`src/hdl/wsd_pkg.sv`:
```
// shared types and constants of the websocket deframer
package wsd_pkg;

  // low seven bits of header byte one hold the length code
  localparam logic [7:0] LenCodeMask = 8'h7f;
  // length codes at or above this read a 16-bit extended length
  localparam logic [6:0] LenCodeExt = 7'd126;
  // number of mask-key bytes in every client frame
  localparam logic [15:0] MaskKeyBytes = 16'd4;

  // one classified item handed from the parser to the output stage
  typedef struct packed {
    logic [7:0]  rx_byte;
    logic [7:0]  key_byte;
    logic [7:0]  opcode;
    logic [15:0] length;
    logic        data_valid;
    logic        last;
  } item_t;

endpackage

```
`src/hdl/wsd_front.sv`:
```
// header parser: tracks frame phase, collects length and mask key, classifies bytes
module wsd_front (
  input  logic           clk_i,
  input  logic           rst_ni,
  input  logic           in_valid_i,
  output logic           in_ready_o,
  input  logic [7:0]     rx_byte_i,
  input  logic           frame_start_i,
  input  logic           q_ready_i,
  output logic           q_push_o,
  output wsd_pkg::item_t q_item_o
);

  localparam logic [2:0] PhIdle  = 3'd0;
  localparam logic [2:0] PhLen7  = 3'd1;
  localparam logic [2:0] PhExtHi = 3'd2;
  localparam logic [2:0] PhExtLo = 3'd3;
  localparam logic [2:0] PhMask  = 3'd4;
  localparam logic [2:0] PhData  = 3'd5;

  logic [2:0]  phase_q, phase_d;
  logic [7:0]  opcode_q, opcode_d;
  logic [15:0] length_q, length_d;
  logic [31:0] mask_q, mask_d;
  logic [15:0] count_q, count_d;
  logic        accept;
  logic [6:0]  len_code;
  logic [7:0]  key_byte;
  logic [16:0] count_inc;

  assign in_ready_o = q_ready_i;
  assign accept     = in_valid_i && in_ready_o;
  assign len_code   = rx_byte_i[6:0] & wsd_pkg::LenCodeMask[6:0];
  assign count_inc  = {1'b0, count_q} + 17'd1;

  // first key byte sits in the top bits
  always_comb begin
    case (count_q[1:0])
      2'd0:    key_byte = mask_q[31:24];
      2'd1:    key_byte = mask_q[23:16];
      2'd2:    key_byte = mask_q[15:8];
      default: key_byte = mask_q[7:0];
    endcase
  end

  always_comb begin
    phase_d  = phase_q;
    opcode_d = opcode_q;
    length_d = length_q;
    mask_d   = mask_q;
    count_d  = count_q;
    q_push_o = 1'b0;
    q_item_o.rx_byte    = rx_byte_i;
    q_item_o.key_byte   = key_byte;
    q_item_o.opcode     = opcode_q;
    q_item_o.length     = length_q;
    q_item_o.data_valid = 1'b1;
    q_item_o.last       = 1'b0;
    if (accept) begin
      if (frame_start_i) begin
        opcode_d = rx_byte_i;
        length_d = '0;
        mask_d   = '0;
        count_d  = '0;
        phase_d  = PhLen7;
      end else begin
        unique case (phase_q)
          PhLen7: begin
            if (len_code < wsd_pkg::LenCodeExt) begin
              length_d = {9'd0, len_code};
              count_d  = '0;
              phase_d  = PhMask;
            end else begin
              phase_d = PhExtHi;
            end
          end
          PhExtHi: begin
            length_d = {rx_byte_i, 8'd0};
            phase_d  = PhExtLo;
          end
          PhExtLo: begin
            length_d = {length_q[15:8], rx_byte_i};
            count_d  = '0;
            phase_d  = PhMask;
          end
          PhMask: begin
            mask_d  = {mask_q[23:0], rx_byte_i};
            count_d = count_inc[15:0];
            if (count_inc[15:0] >= wsd_pkg::MaskKeyBytes) begin
              count_d = '0;
              if (length_q == 16'd0) begin
                // empty frame: header-only result
                q_push_o            = 1'b1;
                q_item_o.data_valid = 1'b0;
                q_item_o.last       = 1'b1;
                phase_d             = PhIdle;
              end else begin
                phase_d = PhData;
              end
            end
          end
          PhData: begin
            count_d  = count_inc[15:0];
            q_push_o = 1'b1;
            if (count_inc >= {1'b0, length_q}) begin
              q_item_o.last = 1'b1;
              phase_d       = PhIdle;
            end
          end
          default: begin
            opcode_d = rx_byte_i;
            length_d = '0;
            mask_d   = '0;
            count_d  = '0;
            phase_d  = PhLen7;
          end
        endcase
      end
    end
  end

  always_ff @(posedge clk_i or negedge rst_ni) begin
    if (!rst_ni) begin
      phase_q  <= PhIdle;
      opcode_q <= '0;
      length_q <= '0;
      mask_q   <= '0;
      count_q  <= '0;
    end else begin
      phase_q  <= phase_d;
      opcode_q <= opcode_d;
      length_q <= length_d;
      mask_q   <= mask_d;
      count_q  <= count_d;
    end
  end

endmodule

```
`src/hdl/wsd_fifo.sv`:
```
// small register queue between the parser and the output stage
module wsd_fifo #(
  parameter int unsigned Depth = 2
) (
  input  logic           clk_i,
  input  logic           rst_ni,
  input  logic           push_i,
  input  wsd_pkg::item_t item_i,
  output logic           ready_o,
  input  logic           pop_i,
  output logic           valid_o,
  output wsd_pkg::item_t item_o
);

  localparam int unsigned PtrW = $clog2(Depth);
  localparam int unsigned CntW = $clog2(Depth + 1);
  localparam logic [PtrW-1:0] LastPtr = PtrW'(Depth - 1);
  localparam logic [CntW-1:0] FullCnt = CntW'(Depth);

  wsd_pkg::item_t mem_q [Depth];
  logic [PtrW-1:0] wr_ptr_q, wr_ptr_d;
  logic [PtrW-1:0] rd_ptr_q, rd_ptr_d;
  logic [CntW-1:0] count_q, count_d;
  logic            do_push, do_pop;

  assign ready_o = (count_q != FullCnt);
  assign valid_o = (count_q != '0);
  assign item_o  = mem_q[rd_ptr_q];
  assign do_push = push_i && ready_o;
  assign do_pop  = pop_i && valid_o;

  always_comb begin
    wr_ptr_d = wr_ptr_q;
    rd_ptr_d = rd_ptr_q;
    count_d  = count_q;
    if (do_push) begin
      wr_ptr_d = (wr_ptr_q == LastPtr) ? '0 : wr_ptr_q + 1'b1;
    end
    if (do_pop) begin
      rd_ptr_d = (rd_ptr_q == LastPtr) ? '0 : rd_ptr_q + 1'b1;
    end
    case ({do_push, do_pop})
      2'b10:   count_d = count_q + 1'b1;
      2'b01:   count_d = count_q - 1'b1;
      default: count_d = count_q;
    endcase
  end

  always_ff @(posedge clk_i) begin
    if (do_push) begin
      mem_q[wr_ptr_q] <= item_i;
    end
  end

  always_ff @(posedge clk_i or negedge rst_ni) begin
    if (!rst_ni) begin
      wr_ptr_q <= '0;
      rd_ptr_q <= '0;
      count_q  <= '0;
    end else begin
      wr_ptr_q <= wr_ptr_d;
      rd_ptr_q <= rd_ptr_d;
      count_q  <= count_d;
    end
  end

endmodule

```
`src/hdl/wsd_back.sv`:
```
// output stage: unmasks payload bytes into the result register
module wsd_back (
  input  logic           clk_i,
  input  logic           rst_ni,
  input  logic           q_valid_i,
  input  wsd_pkg::item_t q_item_i,
  output logic           q_pop_o,
  output logic           out_valid_o,
  input  logic           out_ready_i,
  output logic [7:0]     payload_byte_o,
  output logic           payload_valid_o,
  output logic [7:0]     frame_opcode_o,
  output logic [15:0]    frame_length_o,
  output logic           last_o
);

  logic        valid_q;
  logic [7:0]  byte_q, byte_d;
  logic        pvalid_q;
  logic [7:0]  opcode_q;
  logic [15:0] length_q;
  logic        last_q;

  assign q_pop_o = q_valid_i && (!valid_q || out_ready_i);
  // header-only results carry a zero byte
  assign byte_d  = q_item_i.data_valid ? (q_item_i.rx_byte ^ q_item_i.key_byte) : 8'd0;

  always_ff @(posedge clk_i or negedge rst_ni) begin
    if (!rst_ni) begin
      valid_q <= 1'b0;
    end else if (!valid_q || out_ready_i) begin
      valid_q <= q_valid_i;
    end
  end

  always_ff @(posedge clk_i) begin
    if (q_pop_o) begin
      byte_q   <= byte_d;
      pvalid_q <= q_item_i.data_valid;
      opcode_q <= q_item_i.opcode;
      length_q <= q_item_i.length;
      last_q   <= q_item_i.last;
    end
  end

  assign out_valid_o     = valid_q;
  assign payload_byte_o  = byte_q;
  assign payload_valid_o = pvalid_q;
  assign frame_opcode_o  = opcode_q;
  assign frame_length_o  = length_q;
  assign last_o          = last_q;

endmodule

```
`src/hdl/websocket_frame_deframer_unmask_unit.sv`:
```
// top level of the websocket frame deframer and unmasker
// throughput: one byte transfer per cycle in steady state, while the queue has room
// a payload byte passes from its input transfer into a queue entry and then into the output
//   register, where it is presented and from which it can leave on its output transfer
// header and mask-key bytes produce no result; an empty frame yields one header-only result
// reset: asynchronous active-low, parser returns to idle, queue and output register empty
module websocket_frame_deframer_unmask_unit #(
  // queue depth between parser and output stage, at least 2
  parameter int unsigned FifoDepth = 2
) (
  input  logic        clk_i,
  input  logic        rst_ni,
  // input byte stream
  input  logic        in_valid_i,
  output logic        in_ready_o,
  input  logic [7:0]  rx_byte_i,
  input  logic        frame_start_i,
  // result stream
  output logic        out_valid_o,
  input  logic        out_ready_i,
  output logic [7:0]  payload_byte_o,
  output logic        payload_valid_o,
  output logic [7:0]  frame_opcode_o,
  output logic [15:0] frame_length_o,
  output logic        last_o
);

  // parser to queue
  logic           push;
  wsd_pkg::item_t push_item;
  logic           q_ready;
  // queue to output stage
  logic           q_valid;
  logic           pop;
  wsd_pkg::item_t pop_item;

  // front: walks the header and classifies every byte transfer;
  // it stalls only when the queue is full
  wsd_front u_front (
    .clk_i         (clk_i),
    .rst_ni        (rst_ni),
    .in_valid_i    (in_valid_i),
    .in_ready_o    (in_ready_o),
    .rx_byte_i     (rx_byte_i),
    .frame_start_i (frame_start_i),
    .q_ready_i     (q_ready),
    .q_push_o      (push),
    .q_item_o      (push_item)
  );

  // decoupling queue, lets the output side stall without losing bytes
  wsd_fifo #(
    .Depth (FifoDepth)
  ) u_fifo (
    .clk_i   (clk_i),
    .rst_ni  (rst_ni),
    .push_i  (push),
    .item_i  (push_item),
    .ready_o (q_ready),
    .pop_i   (pop),
    .valid_o (q_valid),
    .item_o  (pop_item)
  );

  // back: xor with the selected key byte and hold the result until its transfer
  wsd_back u_back (
    .clk_i           (clk_i),
    .rst_ni          (rst_ni),
    .q_valid_i       (q_valid),
    .q_item_i        (pop_item),
    .q_pop_o         (pop),
    .out_valid_o     (out_valid_o),
    .out_ready_i     (out_ready_i),
    .payload_byte_o  (payload_byte_o),
    .payload_valid_o (payload_valid_o),
    .frame_opcode_o  (frame_opcode_o),
    .frame_length_o  (frame_length_o),
    .last_o          (last_o)
  );

endmodule

```
`config.mk`:
```
export PLATFORM = sky130hd
export DESIGN_NAME = websocket_frame_deframer_unmask_unit
export DESIGN_NICKNAME = d
export VERILOG_FILES = /design/src/hdl/wsd_pkg.sv /design/src/hdl/wsd_front.sv /design/src/hdl/wsd_fifo.sv /design/src/hdl/wsd_back.sv /design/src/hdl/websocket_frame_deframer_unmask_unit.sv
export SDC_FILE = /design/constraint.sdc
export NUM_CORES = 1
export LEC_CHECK = 0
export ABC_AREA = 1
export BUFFER_PORTS_ARGS = -buffer_cell sky130_fd_sc_hd__buf_2
export CELL_PAD_IN_SITES_DETAIL_PLACEMENT = 0
export CELL_PAD_IN_SITES_GLOBAL_PLACEMENT = 1
export CORE_MARGIN = 2
export CORE_UTILIZATION = 45
export CTS_BUF_LIST = sky130_fd_sc_hd__clkbuf_8
export CTS_CLUSTER_DIAMETER = 30
export DETAILED_ROUTE_END_ITERATION = 10
export GPL_TIMING_DRIVEN = 0
export PLACE_DENSITY = 0.72
export SYNTH_ARGS = -nofsm -noshare
export SYNTH_HDL_FRONTEND = slang
export SYNTH_HIERARCHICAL = 1
export SYNTH_SLANG_ARGS = --single-unit
```
`constraint.sdc`:
```
create_clock -name clk_i -period 7.3 [get_ports clk_i]
set_input_delay 0.73 -clock clk_i [delete_from_list [all_inputs] [get_ports clk_i]]
set_output_delay 0.73 -clock clk_i [all_outputs]
set_load 0.03 [all_outputs]
```
======== Word-level counts from Yosys, hierarchy flattened ========
Memories as Yosys holds them, arrays and structs flattened.
Cells that the tools add are included.
storage, ports and cells
  register bits ........................... 114
  bits in writable memories ............... 84
  bits of input ports ..................... 13
  word-level logic and storage cells ...... 97
  memories kept ........................... 1
cells by class
  bitwise gates (word level) .............. 1
  mux-type cells .......................... 35
  reductions and logical operators ........ 19
  add/sub/neg operators ................... 5
  equality and inequality tests ........... 18
  $lt $le $gt $ge ......................... 3
memories
  memory        depth  width  read ports  clocked after Yosys merged registers in  wr ports  line            text
  u_fifo.mem_q  2      42     1           0                                        1         wsd_fifo.sv:20  wsd_pkg::item_t mem_q [Depth];
operators with widths
  operator                                                            count
  case mux 16 bit (4 select lines)                                    2
  2-to-1 mux 16 bit                                                   5
  case mux 32 bit (2 select lines)                                    1
  2-to-1 mux 32 bit                                                   1
  case mux 8 bit (3 select lines)                                     1
  adder 16 x 1 -> 17 bit, second input constant                       1
  greater-or-equal comparator 17 x 16 -> 1 bit                        1
  greater-or-equal comparator 16 x 3 -> 1 bit, second input constant  1
  logical NOT 16 bit                                                  1
  2-to-1 mux 8 bit                                                    2
  2-to-1 mux 3 bit                                                    5
  case mux 3 bit (5 select lines)                                     1
  2-to-1 mux 1 bit                                                    10
  inequality test 3 x 2 -> 1 bit, second input constant               3
  AND reduction 3 bit                                                 3
  2-to-1 mux 2 bit                                                    4
  XOR 8 bit                                                           1
  less-than comparator 7 bit, second input constant                   1
  == test 3 x 2 -> 1 bit, second input constant                       2
  == test 3 bit, second input constant                                2
  inequality test 2 x 1 -> 1 bit, second input constant               3
  inequality test 2 bit, second input constant                        3
  OR reduction 5 bit                                                  1
  == test 2 x 1 -> 1 bit, second input constant                       2
  16 further kinds                                                    24

======== Longest topological paths before layout ========
Gate-level depths: netlist of run 1.
  word-level depth ........................ 9
  depth in mapped cells ................... 24

======== Modules after synthesis ========
The synthesis of run 1 kept the hierarchy.
by module, submodules not included
  module     times used  seq. area each (µm²)  area each (µm²)  cells an instance
  wsd_front  1           1,876.8               4,436.8          567
  wsd_fifo   1           2,622.5               3,369.5          249
  wsd_back   1           1,046.0               1,219.9          73

======== Worst setup path after synthesis of run 1 ========
Ideal clock, no wire load.
  path type ............................... flip-flop to flip-flop
  from .................................... register u_front.count_q[0]
  to ...................................... memory u_fifo/mem_q[0][0] (netlist name), enable pin
  arrival ................................. 3.656 ns
  library setup time ...................... 0.441 ns
  required time ........................... 6.859 ns
  path slack .............................. 3.203 ns
  stages on the path, launching flop included .. 15
  period minus slack after synthesis ...... 4.097 ns
  cells stage by stage .................... dfrtp_1 -> ha_1 -> buf_2 -> nand3_2 -> nor2_4 -> nand4_1 -> nand2_2 -> inv_2 -> nand2_1 -> nor2_2 -> nand3_1 -> nand3_1 -> a21oi_1 -> nand2_4 -> nor2_1
on the way
  word-level cells in the longest chain between the ends .. 9
ends and longest elaborated chain
  what                                         line                                        text
  start, declared                              wsd_front.sv:25                             logic [15:0] count_q, count_d;
  start signal, assigned                       wsd_front.sv:134                            count_q <= count_d;
  adder 16 x 1 -> 17 bit                       wsd_front.sv:34                             assign count_inc = {1'b0, count_q} + 17'd1;
  greater-or-equal comparator 16 x 3 -> 1 bit  wsd_front.sv:89                             if (count_inc[15:0] >= wsd_pkg::MaskKeyBytes) begin
  2-to-1 mux 1 bit                             wsd_front.sv:89
  case mux 1 bit (2 select lines)              wsd_front.sv:67                             unique case (phase_q)
  2-to-1 mux 1 bit                             wsd_front.sv:60                             if (frame_start_i) begin
  2-to-1 mux 1 bit                             wsd_front.sv:59                             if (accept) begin
  net push                                     websocket_frame_deframer_unmask_unit.sv:29  logic push;
  logical AND 1 bit                            wsd_fifo.sv:29                              assign do_push = push_i && ready_o;
  2-to-1 mux 1 bit                             wsd_fifo.sv:50                              if (do_push) begin
  2-to-1 mux 1 bit (not written as such)       wsd_fifo.sv:51                              mem_q[wr_ptr_q] <= item_i;
  end, declared                                wsd_fifo.sv:20
The timed path passes the listed nets, and every way through them passes these cells.

======== Worst setup path in the final report of run 1 ========
  from .................................... register u_front.count_q[0]
  to ...................................... memory u_fifo/mem_q[1][38] (netlist name), enable pin
The elaborated chain is that of the path after synthesis.

==> impl_metrics.yaml, run 1 <==
power_and_ir_drop:
  p_per_area_nw_per_um2: 329
  power.internal_uw: 2080
  p_leak_uw: 0.00441
  p_seq_share_pct: 44.8
  p_sw_uw: 1250
  clockPowerShare_pct: 21.4
  vdd_drop_max_v: 0.000130
  combPwrFrac_pct: 33.8
  swShare_pct: 37.5
clocking:
  clock-root-buffer: "clkbuf_8"
  post_cts_resized: 0
  clk_path_buf_depth: 2
  post_cts_buffers: 0
  postCtsHoldBufs: 0
  ctsHtreeMaxLevel: 4
  cts_buffers: 17
  clock_sinks: 198
  cts_tree: "built"
  insertion_delay_ns: 0.46
  clk_pin_slew_ns: 0.10
logic_synthesis:
  synth_edf_count: 118
  synthFlopType: "edfxtp_1"
  synth-seq-cells: 198
  yosysWarnings: 6
  syn_inst: 889
  synthesis.nets: 921
  syn_avg_cell_area_um2: 10.2
  async_flop_share_pct: 40.4
  synth-seq-area-share_pct: 61.4
  syn_area_um2: 9030
  ys_types: 40
die:
  die_h_um: 146
  dieArea_um2: 21200
  ios: 49
  initial_core_util_pct: 46.1
  rows: 51
  die_w_um: 146
  core_region_area_um2: 19600
layout:
  most-common-layout-cells: "225 x nand2_1, 118 x edfxtp_1, 98 x inv_1, 80 x dfrtp_1, 64 x nand3_1"
  syn_to_final_growth_pct: 11.8
  drive_gt1_share_pct: 17.0
  final_common_cell: "nand2_1"
  diodes: 0
  fill_cells: 1834
  final_nets: 991
drt:
  drcViolationCount: 0
  via_count: 6146
  wl_per_cell_um: 15.5
  wl_um: 19200
  dr.first_iter.drc_count: 377
  ant_nets: 0
  viasPerCell: 4.97
  drt_first_pass_iters: 5
global_routing:
  grt_max_degree: 52
  grt_remaining_overflow: 0
  antenna_found_initial: 0
  grt_pass1_wl_um: 31700
  track_usage_pct: 19.1
  grt_pass1_vias: 5898
sta:
  hold_viol_final: 0
  final-max-slew-violation-count: 0
  tightest_slew_ns: 1.27
  timing.setup.tns_ns: 0
  fin_skew_ns: 0.0155
  period_needed_ns: 3.97
  setup_viol: 0
  rsz0062_at_grt: "no"
  max_freq_ghz: 0.252
  slew_headroom_pct: 15.1
  post-route-period-util_pct: 54.4
  hold_slack_ns: 0.191
critical_path:
  slowest_delay_ns: 0.97
  cp_num_cells: 14
  r2r-end: "u_fifo/mem_q[1][38]"
  r2r_slack_ns: 3.33
  arrival_ns: 4.04
  start_kind: "register"
  path_delay_family: "simple AND/OR/NAND/NOR gates"
  worstReg2RegStart: "u_front/count_q[0]"
  cp.required_ns: 7.37
  cp_slowest_cell: "nor2_4"
  reg2reg_depth: 14
  endpoint_kind: "register"
  critPathBufInv: 2
  crit_path_cell_trace: "ha_1 > buf_2 > nand3_2 > nor2_4 > nand4_1 > nand2_2 > inv_2 > nand2_1 > nor2_2 > nand3_1 > nand3_1 > a21oi_1 > nand2_4 > nor2_4"
  critPathMaxFanout: 43
  crit_type: "register to register"
place:
  port_buffers: 48
  hpwl_um: 13800
  gp_congestion: 0.812
outcome:
  outcome: "complete, no violations"
run:
  cap_violations: 0
hold_path:
  min_path_type: "primary input to async pin"
## synth_stat cells (4+ instances only)
cell type | n | share of area, %
a211oi_1 | 8 | 0.67
ha_1 | 19 | 2.6
o21ai_0 | 63 | 3.5
dfrtp_1 | 80 | 22
nand4_1 | 32 | 2.2
o22ai_1 | 13 | 0.90
buf_2 | 4 | 0.22
buf_4 | 13 | 1.1
inv_1 | 95 | 4.0
mux2_2 | 7 | 0.87
nor2_1 | 42 | 1.7
buf_6 | 6 | 0.75
nand2_1 | 225 | 9.4
edfxtp_1 | 118 | 39
nand3_1 | 64 | 3.5
nor2_2 | 16 | 1.1
nand2_2 | 18 | 1.2
inv_2 | 4 | 0.17
a21oi_1 | 17 | 0.94
clkbuf_1 | 11 | 0.46
## cells by family (layout without fill, tap and decap cells)
logic type | Yosys count | after routing | share of synthesized area [%]
XOR/XNOR | 5 | 5 | 0.568
buffers and inverters | 138 | 221 | 7.10
AO/OA/AOI/OAI | 109 | 109 | 6.61
adder cells (fa/ha/maj) | 19 | 19 | 2.63
AND/OR/NAND/NOR | 413 | 413 | 20.8
flip-flops | 198 | 198 | 61.4
multiplexers | 7 | 7 | 0.873
## state kept, by name, summed over array words and instances, names as in the netlist
name and cells:
u_fifo/mem_q 84, u_front/mask_q 32, u_back/frame_length_o 16, u_front/count_q 16, u_front/length_q 16, u_back/frame_opcode_o 8
u_back/payload_byte_o 8, u_front/opcode_q 8, u_front/phase_q 3, u_fifo/count_q 2, u_back/last_o 1, u_back/out_valid_o 1
u_back/payload_valid_o 1, u_fifo/rd_ptr_q 1, u_fifo/wr_ptr_q 1
## worst reg2reg max path: stages (launching register included)
cell and delay (ns):
dfrtp_1 0.51, ha_1 0.19, buf_2 0.24, nand3_2 0.17, nor2_4 0.21, nand4_1 0.12, nand2_2 0.13, inv_2 0.03
nand2_1 0.07, nor2_2 0.05, nand3_1 0.09, nand3_1 0.09, a21oi_1 0.56, nand2_4 0.15, nor2_4 0.97
## metrics by stage
stage	instance area (um2)	total power (uW)	util, %	setup WS (ns)	instances
after global routing	10100	3530	51.5	3.04	1237
after global placement	9600	2620	49.0	1.45	1202
after CTS	10100	3360	51.5	3.27	1237
final	10100	3320	51.5	3.33	1237
after detailed placement	9690	2650	49.5	3.30	1205
after floorplan	9030	2310	-	3.20	889
## power by group through the flow
stage	combinational [uW]	sequential, uW	clock, uW
global route	1250	1510	774
floorplan	625	1690	0
CTS	1140	1490	732
global placement	1100	1510	0
detailed placement	1140	1510	0
finish	1120	1490	712
## worst max-delay path by stage
stage                                   from             endpoint
final                     u_front/count_q[0]  u_fifo/mem_q[1][38]
after global routing      u_front/count_q[0]  u_fifo/mem_q[1][27]
after CTS                 u_front/count_q[0]  u_fifo/mem_q[1][40]
after detailed placement  u_front/count_q[0]  u_fifo/mem_q[1][35]
after global placement    u_front/count_q[0]  u_fifo/mem_q[0][39]
after floorplan           u_front/count_q[0]   u_fifo/mem_q[0][0]
## final cells by class
cell class	instances	area, um2	share of cell area, %
Sequential cell	198	5550	54.9
Clock buffer	18	248	2.45
Timing Repair Buffer	51	318	3.15
Tap cell	265	332	3.28
Clock inverter	14	153	1.51
Multi-Input combinational cell	553	2860	28.3
Inverter	100	383	3.79
Buffer	38	258	2.55
## per-layer routing
layer / track usage (%) / vias up / wire length (um)
li1: - / 3128 / -
met4: 5.88 / 0 / 294
met5: 0 / - / 0
met2: 30.0 / 115 / 8740
met1: 27.7 / 2879 / 9680
met3: 2.60 / 24 / 513
No activity file was read; power rests on OpenSTA's default activity.
==> inputs of run 2 (changes only) <==
--- a/config.mk
+++ b/config.mk
@@ -5,7 +5,7 @@
 export SDC_FILE = /design/constraint.sdc
 export NUM_CORES = 1
 export LEC_CHECK = 0
-export ABC_AREA = 1
+export ABC_AREA = 0
 export BUFFER_PORTS_ARGS = -buffer_cell sky130_fd_sc_hd__buf_2
 export CELL_PAD_IN_SITES_DETAIL_PLACEMENT = 0
 export CELL_PAD_IN_SITES_GLOBAL_PLACEMENT = 1
@@ -15,7 +15,7 @@
 export CTS_CLUSTER_DIAMETER = 30
 export DETAILED_ROUTE_END_ITERATION = 10
 export GPL_TIMING_DRIVEN = 0
-export PLACE_DENSITY = 0.72
+export PLACE_DENSITY = 0.7
 export SYNTH_ARGS = -nofsm -noshare
 export SYNTH_HDL_FRONTEND = slang
 export SYNTH_HIERARCHICAL = 1
==> constraint.sdc (replaced) <==
create_clock -name clk_i -period 3.8 [get_ports clk_i]
set_input_delay 0.38 -clock clk_i [delete_from_list [all_inputs] [get_ports clk_i]]
set_output_delay 0.38 -clock clk_i [all_outputs]
set_load 0.03 [all_outputs]
==> run 2 against run 1 <==
  * Clock-buffer cell count shrank 1
  * Clock power rose by 90%
  * Die area fell by 1.7%
  * Cell area is 0.81% lower
  * Flip-flop and latch count unchanged
  * Worst setup slack lost 3.2 ns
  * Critical path type unchanged
  * Largest cell class unchanged
==> impl_metrics.yaml, run 2 <==
die:
  dieArea_um2: 20800
  initial_core_util_pct: 45.7
  ios: 49
  die_w_um: 144
  core_region_area_um2: 19400
  die_h_um: 144
  rows: 51
power_and_ir_drop:
  p_leak_uw: 0.00382
  p_seq_share_pct: 46.6
  vdd_drop_max_v: 0.000245
  combPwrFrac_pct: 31.9
  clockPowerShare_pct: 21.5
  power.internal_uw: 3990
  finalPower_uw: 6250
  swShare_pct: 36.3
  p_sw_uw: 2270
  p_per_area_nw_per_um2: 624
logic_synthesis:
  yosysWarnings: 6
  synth-seq-cells: 198
  syn_avg_cell_area_um2: 12.5
  synthesis.nets: 740
  async_flop_share_pct: 40.4
  synth-seq-area-share_pct: 62.5
  synthTopCellsByCount: "118 x edfxtp_1, 112 x nand2_1, 80 x dfrtp_1"
  synth_most_common_cell: "edfxtp_1"
  synth_edf_count: 118
  yosys-top-cells-area: "edfxtp_1 40%, dfrtp_1 23%, mux2_2 6.0%"
  syn_inst: 708
  ys_types: 61
  yosysTopAreaCell: "edfxtp_1"
  syn_area_um2: 8870
  synthFlopType: "edfxtp_1"
  synth_top_area_share_pct: 40.0
global_routing:
  track_usage_pct: 19.6
  grt_pass1_wl_um: 30600
  grt_max_degree: 42
  grt_remaining_overflow: 0
  antenna_found_initial: 0
  grt_pass1_vias: 5517
critical_path:
  start_kind: "register"
  critPathMaxFanout: 32
  endpoint_kind: "register"
  path_delay_family: "simple AND/OR/NAND/NOR gates"
  cp_slowest_cell: "or4_4"
  arrival_ns: 3.79
  crit_path_cell_trace: "clkbuf_1 > and4_1 > a211oi_1 > or3b_2 > o2111ai_1 > nor4_2 > or4_4 > a21oi_2 > and3_4 > buf_12"
  crit_type: "register to register"
  critPathBufInv: 2
  slowest_delay_ns: 0.55
  cp.required_ns: 3.97
layout:
  top_regs: "u_fifo/mem_q: 84 flops, u_front/mask_q: 32 flops"
  multi_input_area_um2: 2960
  post-route-util_pct: 51.6
  fill_cells: 1687
  final_common_cell: "edfxtp_1"
  diodes: 0
  syn_to_final_growth_pct: 12.9
  largest_reg_flops: 84
  drive_gt1_share_pct: 22.9
  seqCellArea_um2: 5550
  largest_register: "u_fifo/mem_q"
  most-common-layout-cells: "118 x edfxtp_1, 111 x nand2_1, 80 x dfrtp_1, 56 x o21ai_0, 50 x buf_2"
  final_nets: 818
sta:
  tightest_slew_ns: 0.880
  fin_skew_ns: 0.0186
  slew_headroom_pct: 41.3
  rsz0062_at_grt: "no"
  setup_viol: 0
  timing.setup.tns_ns: 0
  period_needed_ns: 3.62
  final-max-slew-violation-count: 0
  hold_viol_final: 0
  max_freq_ghz: 0.276
  post-route-period-util_pct: 95.3
place:
  port_buffers: 47
  gp_congestion: 0.897
  hpwl_um: 13400
clocking:
  clk_pin_slew_ns: 0.10
  clock-root-buffer: "clkbuf_8"
  clk_path_buf_depth: 2
  cts_buffers: 17
  ctsHtreeMaxLevel: 4
  clock_sinks: 198
  insertion_delay_ns: 0.48
  cts_tree: "built"
drt:
  viasPerCell: 5.40
  via_count: 5750
  drcViolationCount: 0
  wl_um: 19900
  ant_nets: 0
  wl_per_cell_um: 18.7
  dr.first_iter.drc_count: 487
  drt_first_pass_iters: 7
hold_path:
  min_path_type: "primary input to register"
outcome:
  outcome: "complete, no violations"
run:
  cap_violations: 0
==> run 2: cell types whose count changed after synthesis, sizes merged, moves of 10 or more <==
cell / change
mux2: +43
xnor2: +12
mux2i: +10
o21ai: -10
o22ai: -12
nand3: -42
nand4: -18
clkbuf: +16
and2: +11
inv: -72
xor2: +10
nand2: -134
nor2: -42
==> run 2: what timing repair did <==
item                                   CTS  global route
hold buffers                             1             0
buffers inserted                         2             3
cloned                                   3             0
pin swaps                                2             2
setup endpoints to repair               42            69
endpoints found under the hold margin   40             0
gates resized for setup                  4             5
==> run 2: cells by family (layout without fill, tap and decap cells) <==
kind of cell	after synthesis	after routing	share of synthesized area (%)
xor gates and xnor gates	27	27	2.75
buffers and inverters	78	166	4.78
DFF	198	198	62.5
AOI/OAI and AO/OA	105	105	7.41
adders and majority gates	20	20	2.79
and+or+nand+nor	220	223	12.2
muxes	60	60	7.56
==> run 2: cell type report <==
type                    count  area share [%]
plain buffers              50            3.20
well taps                 265            3.31
multi-input cells         435            29.6
flip-flops and latches    198            55.4
clock inverters            15            1.70
inverters                  28            1.05
repair buffers             56            3.42
clock buffers              17            2.34
==> run 2: worst paths after layout <==
kind,startpoint,to,slack (ns),cells past startpoint
min in group asynchronous,rst_ni,u_fifo/rd_ptr_q,0.46,2
min reg2reg,u_front/opcode_q[7],u_fifo/mem_q[0][25],0.47,0
max in group asynchronous,rst_ni,u_front/mask_q[24],2.71,3
max,u_front/count_q[1],u_fifo/mem_q[1][1],0.18,10
min,out_ready_i,u_back/out_valid_o,0.18,3
max reg2reg,u_front/count_q[1],u_fifo/mem_q[1][1],0.18,10
==> run 2: metal layers <==
layer	GRT usage, %	part of all wire [%]	wire (um)
met4	6.64	2.1	419
met3	4.01	4.2	835
met5	0	0	0
met1	27.1	46	9230
met2	31.2	47	9430
==> run 2: power by group through the flow <==
stage	Clock, uW	Sequential [uW]	Combinational [uW]
floorplan	0	3220	1130
global placement	0	2930	1930
detailed placement	0	2950	1980
CTS	1390	2920	2000
global route	1470	2960	2160
finish	1350	2910	1990
==> run 2: metrics by stage <==
step	setup WS [ns]	cell area, um2	hold WS [ns]	instances
3_3_place_gp	-0.959	9440	0.445	1020
6_report	0.179	10000	0.176	1064
5_1_grt	0.00811	10000	0.171	1064
2_1_floorplan	0.127	8880	0.0844	708
3_5_place_dp	-0.499	9490	0.409	1023
4_1_cts	0.00856	9960	0.145	1061
==> run 2: worst min-delay path, cell delays in order <==
cell	delay, ns
buf_2	0.07
nand2b_1	0.10
nand2b_1	0.06
